===== src/rtl/fdiv_pkg.sv =====
// Package for the single-precision divider: widths, constants and cell payload type.
`default_nettype none
package fdiv_pkg;
  localparam int QW = 25;
  localparam int NCELL = 25;
  localparam logic [31:0] POS_INF = 32'h7F80_0000;
  localparam logic [9:0] BIAS = 10'd127;
  localparam logic [9:0] EXP_MAX = 10'd255;

  typedef struct packed {
    logic        vld;
    logic        zero_a;
    logic        zero_b;
    logic        sign;
    logic [9:0]  exp;
    logic [24:0] rem;
    logic [23:0] dvs;
    logic [QW-1:0] quo;
  } cell_t;
endpackage
`default_nettype wire


===== src/rtl/fdiv_cell.sv =====
// One restoring-division cell: one quotient bit per cycle, handed to the next cell.
`default_nettype none
module fdiv_cell
  import fdiv_pkg::*;
(
  input  wire logic  clk,
  input  wire logic  rst_n,
  input  cell_t      d_in,
  output cell_t      d_out
);
  cell_t       d_r;
  cell_t       d_nxt;
  logic [25:0] diff;

  always_comb begin
    d_nxt = d_in;
    diff  = {1'b0, d_in.rem} - {2'b00, d_in.dvs};
    if (!diff[25]) begin
      d_nxt.rem = {diff[23:0], 1'b0};
      d_nxt.quo = {d_in.quo[QW-2:0], 1'b1};
    end else begin
      d_nxt.rem = {d_in.rem[23:0], 1'b0};
      d_nxt.quo = {d_in.quo[QW-2:0], 1'b0};
    end
  end

  always_ff @(posedge clk) begin
    if (!rst_n) begin
      d_r.vld <= 1'b0;
    end else begin
      d_r.vld <= d_nxt.vld;
    end
    d_r.zero_a <= d_nxt.zero_a;
    d_r.zero_b <= d_nxt.zero_b;
    d_r.sign   <= d_nxt.sign;
    d_r.exp    <= d_nxt.exp;
    d_r.rem    <= d_nxt.rem;
    d_r.dvs    <= d_nxt.dvs;
    d_r.quo    <= d_nxt.quo;
  end

  assign d_out = d_r;
endmodule
`default_nettype wire


===== src/rtl/float32_divider.sv =====
// Top level of the single-precision divider: a row of division cells and result packing.
//
//  channel | ports                                   | handshake
//  in      | in_dividend_bits, in_divisor_bits       | start high, busy low
//  out     | out_quotient_bits, out_overflow, ...    | out_valid, one cycle
//
// out_valid rises once the transfer has passed through the 25 quotient-bit
// cells (the first captures at the transfer edge) and then the output register.
// One item per cycle; busy is always low.
// Reset clears the valid bits of every cell and of the output.
// The receiver cannot stall; results leave on the strobe.
`default_nettype none
module float32_divider
  import fdiv_pkg::*;
(
  input  wire logic        clk,
  input  wire logic        rst_n,
  input  wire logic        start,
  output logic             busy,
  input  wire logic [31:0] in_dividend_bits,
  input  wire logic [31:0] in_divisor_bits,
  output logic             out_valid,
  output logic [31:0]      out_quotient_bits,
  output logic             out_overflow,
  output logic             out_underflow
);
  cell_t       chain [NCELL+1];
  cell_t       last;
  logic [9:0]  e;
  logic [23:0] q;
  logic [31:0] res_nxt;
  logic        ovf_nxt;
  logic        unf_nxt;
  logic        out_valid_r;
  logic [31:0] res_r;
  logic        ovf_r;
  logic        unf_r;

  assign busy = 1'b0;

  always_comb begin
    chain[0].vld    = start;
    chain[0].zero_a = (in_dividend_bits[30:0] == 31'd0);
    chain[0].zero_b = (in_divisor_bits[30:0] == 31'd0);
    chain[0].sign   = in_dividend_bits[31] ^ in_divisor_bits[31];
    chain[0].exp    = {2'b00, in_dividend_bits[30:23]} - {2'b00, in_divisor_bits[30:23]}
                      + BIAS;
    chain[0].rem    = {2'b01, in_dividend_bits[22:0]};
    chain[0].dvs    = {1'b1, in_divisor_bits[22:0]};
    chain[0].quo    = '0;
  end

  for (genvar i = 0; i < NCELL; i++) begin : g_cell
    fdiv_cell u_cell (
      .clk  (clk),
      .rst_n(rst_n),
      .d_in (chain[i]),
      .d_out(chain[i+1])
    );
  end

  assign last = chain[NCELL];

  always_comb begin
    e = last.exp;
    q = last.quo[24:1];
    if (!q[23] && !e[9] && (e != 10'd0)) begin
      q = {last.quo[23:1], 1'b0};
      e = e - 10'd1;
    end
    res_nxt = '0;
    ovf_nxt = 1'b0;
    unf_nxt = 1'b0;
    if (last.zero_a) begin
      res_nxt = '0;
    end else if (last.zero_b) begin
      res_nxt = POS_INF;
    end else if (!e[9] && (e >= EXP_MAX)) begin
      res_nxt = POS_INF;
      ovf_nxt = 1'b1;
    end else if (e[9] || (e == 10'd0)) begin
      unf_nxt = 1'b1;
    end else begin
      res_nxt = {last.sign, e[7:0], q[22:0]};
    end
  end

  always_ff @(posedge clk) begin
    if (!rst_n) begin
      out_valid_r <= 1'b0;
    end else begin
      out_valid_r <= last.vld;
    end
    res_r <= res_nxt;
    ovf_r <= ovf_nxt;
    unf_r <= unf_nxt;
  end

  assign out_valid         = out_valid_r;
  assign out_quotient_bits = res_r;
  assign out_overflow      = ovf_r;
  assign out_underflow     = unf_r;
endmodule
`default_nettype wire


===== config.mk =====
export PLATFORM = sky130hd
export DESIGN_NAME = float32_divider
export DESIGN_NICKNAME = d
export VERILOG_FILES = /design/src/rtl/fdiv_pkg.sv /design/src/rtl/fdiv_cell.sv /design/src/rtl/float32_divider.sv
export SDC_FILE = /design/constraint.sdc
export NUM_CORES = 2
export LEC_CHECK = 0
export ABC_AREA = 1
export BUFFER_PORTS_ARGS = -buffer_cell sky130_fd_sc_hd__buf_2
export CORE_ASPECT_RATIO = 0.7
export CORE_MARGIN = 2
export CORE_UTILIZATION = 43
export DETAILED_ROUTE_END_ITERATION = 8
export PLACE_DENSITY = 0.7
export SLEW_MARGIN = 30
export SYNTH_ARGS = -nofsm -noshare
export SYNTH_HDL_FRONTEND = slang
export SYNTH_SLANG_ARGS = --single-unit

===== constraint.sdc =====
create_clock -name clk -period 2.09 [get_ports clk]
set_input_delay 0 -clock clk [delete_from_list [all_inputs] [get_ports clk]]
set_output_delay 0 -clock clk [all_outputs]
set_load 0.005 [all_outputs]

* Yosys cells after proc, flatten, opt, wreduce, memory -nomap -nowiden *
Index checks and enable logic that the tools add are counted.

storage, ports and cells
  flip-flop bits (word level) = 1862
  bits in latches = 0
  memory bits (writable) = 0
  memory bits (read-only) = 0
  output and inout bits = 36
  logic and storage cells = 306
  memories kept = 0

operators by class
  $add $sub $neg = 28
  multipliers = 0
  div/mod/pow operators = 0
  magnitude comparators = 1
  eq/ne operators = 0
  shifts and indexed selects = 0
  mux-type cells = 56
  bitwise gates (word level) = 1
  reductions and logical operators = 15

operators with widths
  operator                 count
  $sub A25 B24 Y26         24
  $mux W25                 23
  $mux W31                 3
  $logic_not A31 Y1        2
  $mux W1                  27
  $sub A24 B24 Y25         1
  $mux W24                 1
  $mux W23                 1
  $add A9 B8 Y10 const B   1
  $ge A10 B8 Y1 const B    1
  $logic_not A10 Y1        1
  $mux W10                 1
  $reduce_bool A10 Y1      1
  $sub A10 B1 Y10 const B  1
  $sub A8 B8 Y9            1
  $reduce_or A5 Y1         1
  $reduce_or A4 Y1         1
  $logic_and A1 B1 Y1      3
  $logic_not A1 Y1         3
  $reduce_or A3 Y1         1
  $reduce_or A2 Y1         1
  $logic_or A1 B1 Y1       1
  $xor A1 B1 Y1            1

* Depth between registers and ports, before layout *
  word-level depth = 9
  gate-level depth with buffers = 17
  mapped depth without buffers = 16

* Modules after synthesis *
Synthesis repeated with hierarchy kept, for this count alone.

unflattened totals
  cell total of the unflattened synthesis = 14202
  area total of the unflattened synthesis = 105573.8 µm²

by module, submodules not included
  module                             instances  cells an instance  area each (µm²)  sequential area each (µm²)
  fdiv_cell (g_cell[0].u_cell ...)   12         554                4176.5           1741.7
  fdiv_cell (g_cell[21].u_cell ...)  7          554                4096.4           1741.7
  fdiv_cell (g_cell[24].u_cell ...)  5          553                4041.4           1741.7
  fdiv_cell (g_cell[10].u_cell)      1          554                4125.2           1741.7
  float32_divider                    1          357                2448.6           700.7

* Worst setup path after synthesis *
OpenSTA, ideal clock, no wires.

  path kind = register to register
  from = register g_cell[24].u_cell.d_r (netlist bit g_cell[24].u_cell.d_out[74])
  to = register res_r[3] (netlist: out_quotient_bits[3])
  arrival = 2.024 ns
  path slack = -0.052 ns
  stages on the path, launching flop included = 18
  buffers on the path = 2
  cell sequence = dfxtp_1 inv_1 ha_1 nand2_1 nor2_2 nand3_4 nand2_4 buf_6 nand2_1 nand2_1 nand2_1 nor2_1 nand2_1 nand2_1 nand2_2 nand3_4 buf_6 nor2_2

between the ends
  cells in the longest elaborated chain, start to end = 6
  elaborated cells on any way between the ends = 11

RTL lines
  what                                                     line                   text
  start: declaration                                       fdiv_cell.sv:11        cell_t d_r;
  branches (longest 6 deep; another with $sub A10 B1 Y10)  -
  end signal: assignment                                   float32_divider.sv:94  res_r <= res_nxt;
  end: declaration                                         float32_divider.sv:35  logic [31:0] res_r;

Parallel ways; which one is timed is not known.
A chain may end at the register's enable or synchronous reset.

==> out/metrics.cfg <==
[run_status]
status=finished, violations left
violations=setup timing

[placed_design]
place.gp.congestion=1.01
dp.final_hpwl_um=180000
placedCellCount=12800
port_buffers=101

[cts]
clk-insertion-delay-late_ns=0.81
cts.path.max_buffers=3
htree_levels=4
cts_sinks=1790
cts.clk_slew.worst_paths_ns=0.07
cts_tree=done
numCtsBuffers=167
cts_root_buf=clkbuf_16

[routing]
drc=0
vias_per_cell=5.22
wl_um=261000
drt_pass1_iterations=9
wl_per_cell_um=19.3
drtIter0Drc=6995
ant_nets=0
dr_total_vias=70400

[sta]
slew_viol_final=0
worstMarginPinSlew_ns=0.758
fin_skew_ns=0.0388
tns_ns=-6.02
hold_ws_ns=0.0432
max-slew-margin-rel=0.494
setup_ws_ns=-0.185
period_minus_slack_ns=2.28
rsz0062_at_grt=yes
setup_viol=118
timing.final.crit_share=1.09
max_freq_mhz=439
finalHoldViolations=0

[setup_path]
critPathKind=flop to flop
worstPathMaxFanout=8
setup.worst_path.start_class=flop
cp-end-kind=flop
cp.required_ns=2.84
critPathArrivalTime_ns=3.02

[global_routing]
grt_pass1_vias=65700
overflow=0
grt_pass1_wl_um=364000
grt_usage=0.262
antenna_found_initial=9
grt_max_degree=35

[floorplan]
die_area_um2=176000
ios=103
fp-row-count=127
design.core.area_um2=171000
die_h_um=351
start_util=0.433
die_w_um=500

[job]
drv_cap=0

[worst_hold_path]
worstHoldPathType=input port to flop

[yosys]
syn_area_um2=74200
synth_cell_types=46
avgSynthCellArea_um2=8.22
synth.top_cell.area_share=0.483
synthArstFlopShare=0
ys_warn_count=0
syn-instance-count=9023
synth_nets=9653
ys.flop_type=dfxtp_1
synth_top_area_cell=dfxtp_1
synth_edf_count=0
ys_seq_area_frac=0.483
ys_ff_latch=1790
synth_area_leaders=dfxtp_1 48%, nand2_1 9.9%, ha_1 9.1%

[cells_and_area]
stdcell_count=13500
fill_cells=12900
area_growth_pct=50.4
layout.nets=11700
drive_gt1_frac=0.406

[pwr]
irDropWorstVdd_mv=1.16
leakagePower_nw=51.4
power.density_nw_per_um2=1770

-- cell usage after synthesis (all sizes together), types with 2 or more instances --
library cell and count:
nand2 1963, xor2 149, a221oi 40, o211ai 19, nor3 159, nand3b 29, clkbuf 37, o21bai 78
nor2 523, o21ai 725, a31oi 91, dfxtp 1790, a21o 93, clkinv 22, nand3 425, a211oi 4
a21oi 572, fa 24, o21a 3, nand4 57, xnor2 188, buf 67, or2 107, ha 539
and3 2, nor4 30, inv 1280
-- worst paths after layout --
| check | startpoint | end | slack (ns) | depth (start not counted) |
|---|---|---|---|---|
| setup / recovery | g_cell[11].u_cell.d_out[53]$_DFF_P_ | g_cell[12].u_cell.d_out[54]$_DFF_P_ | -0.19 | 14 |
| hold / removal | in_dividend_bits[4] | g_cell[0].u_cell.d_out[54]$_DFF_P_ | 0.04 | 4 |
| hold reg to reg | g_cell[7].u_cell.d_out[79]$_DFF_P_ | g_cell[8].u_cell.d_out[79]$_DFF_P_ | 0.29 | 0 |
| setup reg to reg | g_cell[11].u_cell.d_out[53]$_DFF_P_ | g_cell[12].u_cell.d_out[54]$_DFF_P_ | -0.19 | 14 |
-- stage by stage --
step                instance area [µm²]  setup slack (ns)  power, mW   util
floorplan                         74200            0.0101       92.5      -
global placement                  88700            -0.628        127  0.518
detailed placement                88700            -0.596        129  0.518
CTS                              101000           -0.0867        172  0.587
global route                     112000            -0.258        208  0.651
finish                           112000            -0.185        198  0.651
-- cell type report --
class,instances,area [µm²],share of cell area
antenna,2,5.00,0.0000449
clock buffer,219,4660,0.0418
clock inverter,87,1190,0.0107
inverter,1302,5090,0.0457
multi-input combinational,5827,44300,0.397
sequential,1790,36400,0.326
tap,2257,2820,0.0253
timing repair buffer,1987,17100,0.153
-- state kept, by name, summed over array words and instances, names as in the netlist --
name	count
g_cell.u_cell.d_out	1755
out_quotient_bits	32
out_overflow	1
out_underflow	1
out_valid	1
-- report_power, final --
part / switching, mW / internal (mW) / total [mW] / leakage, nW
sequential: 8.71 / 45.3 / 54.0 / 15.1
combinational: 58.3 / 53.3 / 112 / 33.5
clock: 13.8 / 18.5 / 32.3 / 2.85
-- timing repair --
| item | 4_1_cts | 5_1_grt |
|---|---|---|
| hold endpoints to repair | 84 | 1 |
| buffers inserted | 100 | 153 |
| cloned | 31 | 46 |
| pin swaps | 146 | 532 |
| resized for setup | 974 | 2267 |
| setup endpoints to repair | 554 | 589 |
| hold buffers | 97 | 3 |
-- routing by layer --
layer,up-vias,global-route usage,part of all wire
li1,33400,-,-
met1,33300,0.389,0.45
met2,3020,0.384,0.42
met3,630,0.0563,0.093
met4,4,0.0680,0.033
met5,-,0,0.00068
-- cell usage in the layout (no fill, tap or decap), drive strengths merged, types with 2 or more instances in the layout --
master,n
o21ai,725
clkbuf,258
o21a,3
nor2,523
a21o,93
nand3b,29
a21oi,572
diode,2
xor2,149
or2,107
xnor2,188
clkinvlp,13
o21bai,78
a221oi,40
bufinv,21
inv,1304
clkinv,51
nand4,57
buf,1847
dfxtp,1790
nor3,159
fa,24
nor4,30
nand2,1963
nand3,425
bufbuf,2
a31oi,91
o211ai,19
and3,2
a211oi,4
ha,539
dlygate4sd3,99
-- critical path: stages, from the launching register on --
cell	delay (ns)
dfxtp_1	0.46
ha_4	0.26
nand2_1	0.08
nand2_1	0.11
a21oi_4	0.23
inv_2	0.08
nand2_2	0.07
nand2_2	0.06
nand3_2	0.09
nand3_4	0.09
clkinvlp_4	0.20
buf_12	0.18
clkbuf_16	0.15
nand2_4	0.04
o21ai_1	0.10
-- cell families after synthesis --
| group | Yosys count | share of synthesized area |
|---|---|---|
| other | 1 | 0.0000506 |
| XOR/XNOR | 337 | 0.0398 |
| adder cells (fa/ha/maj) | 563 | 0.0974 |
| AO/OA/AOI/OAI | 1631 | 0.121 |
| buffers and inverters | 1406 | 0.0727 |
| AND/OR/NAND/NOR | 3295 | 0.186 |
| flip-flops | 1790 | 0.483 |
No activity file was read; power rests on OpenSTA's default activity.
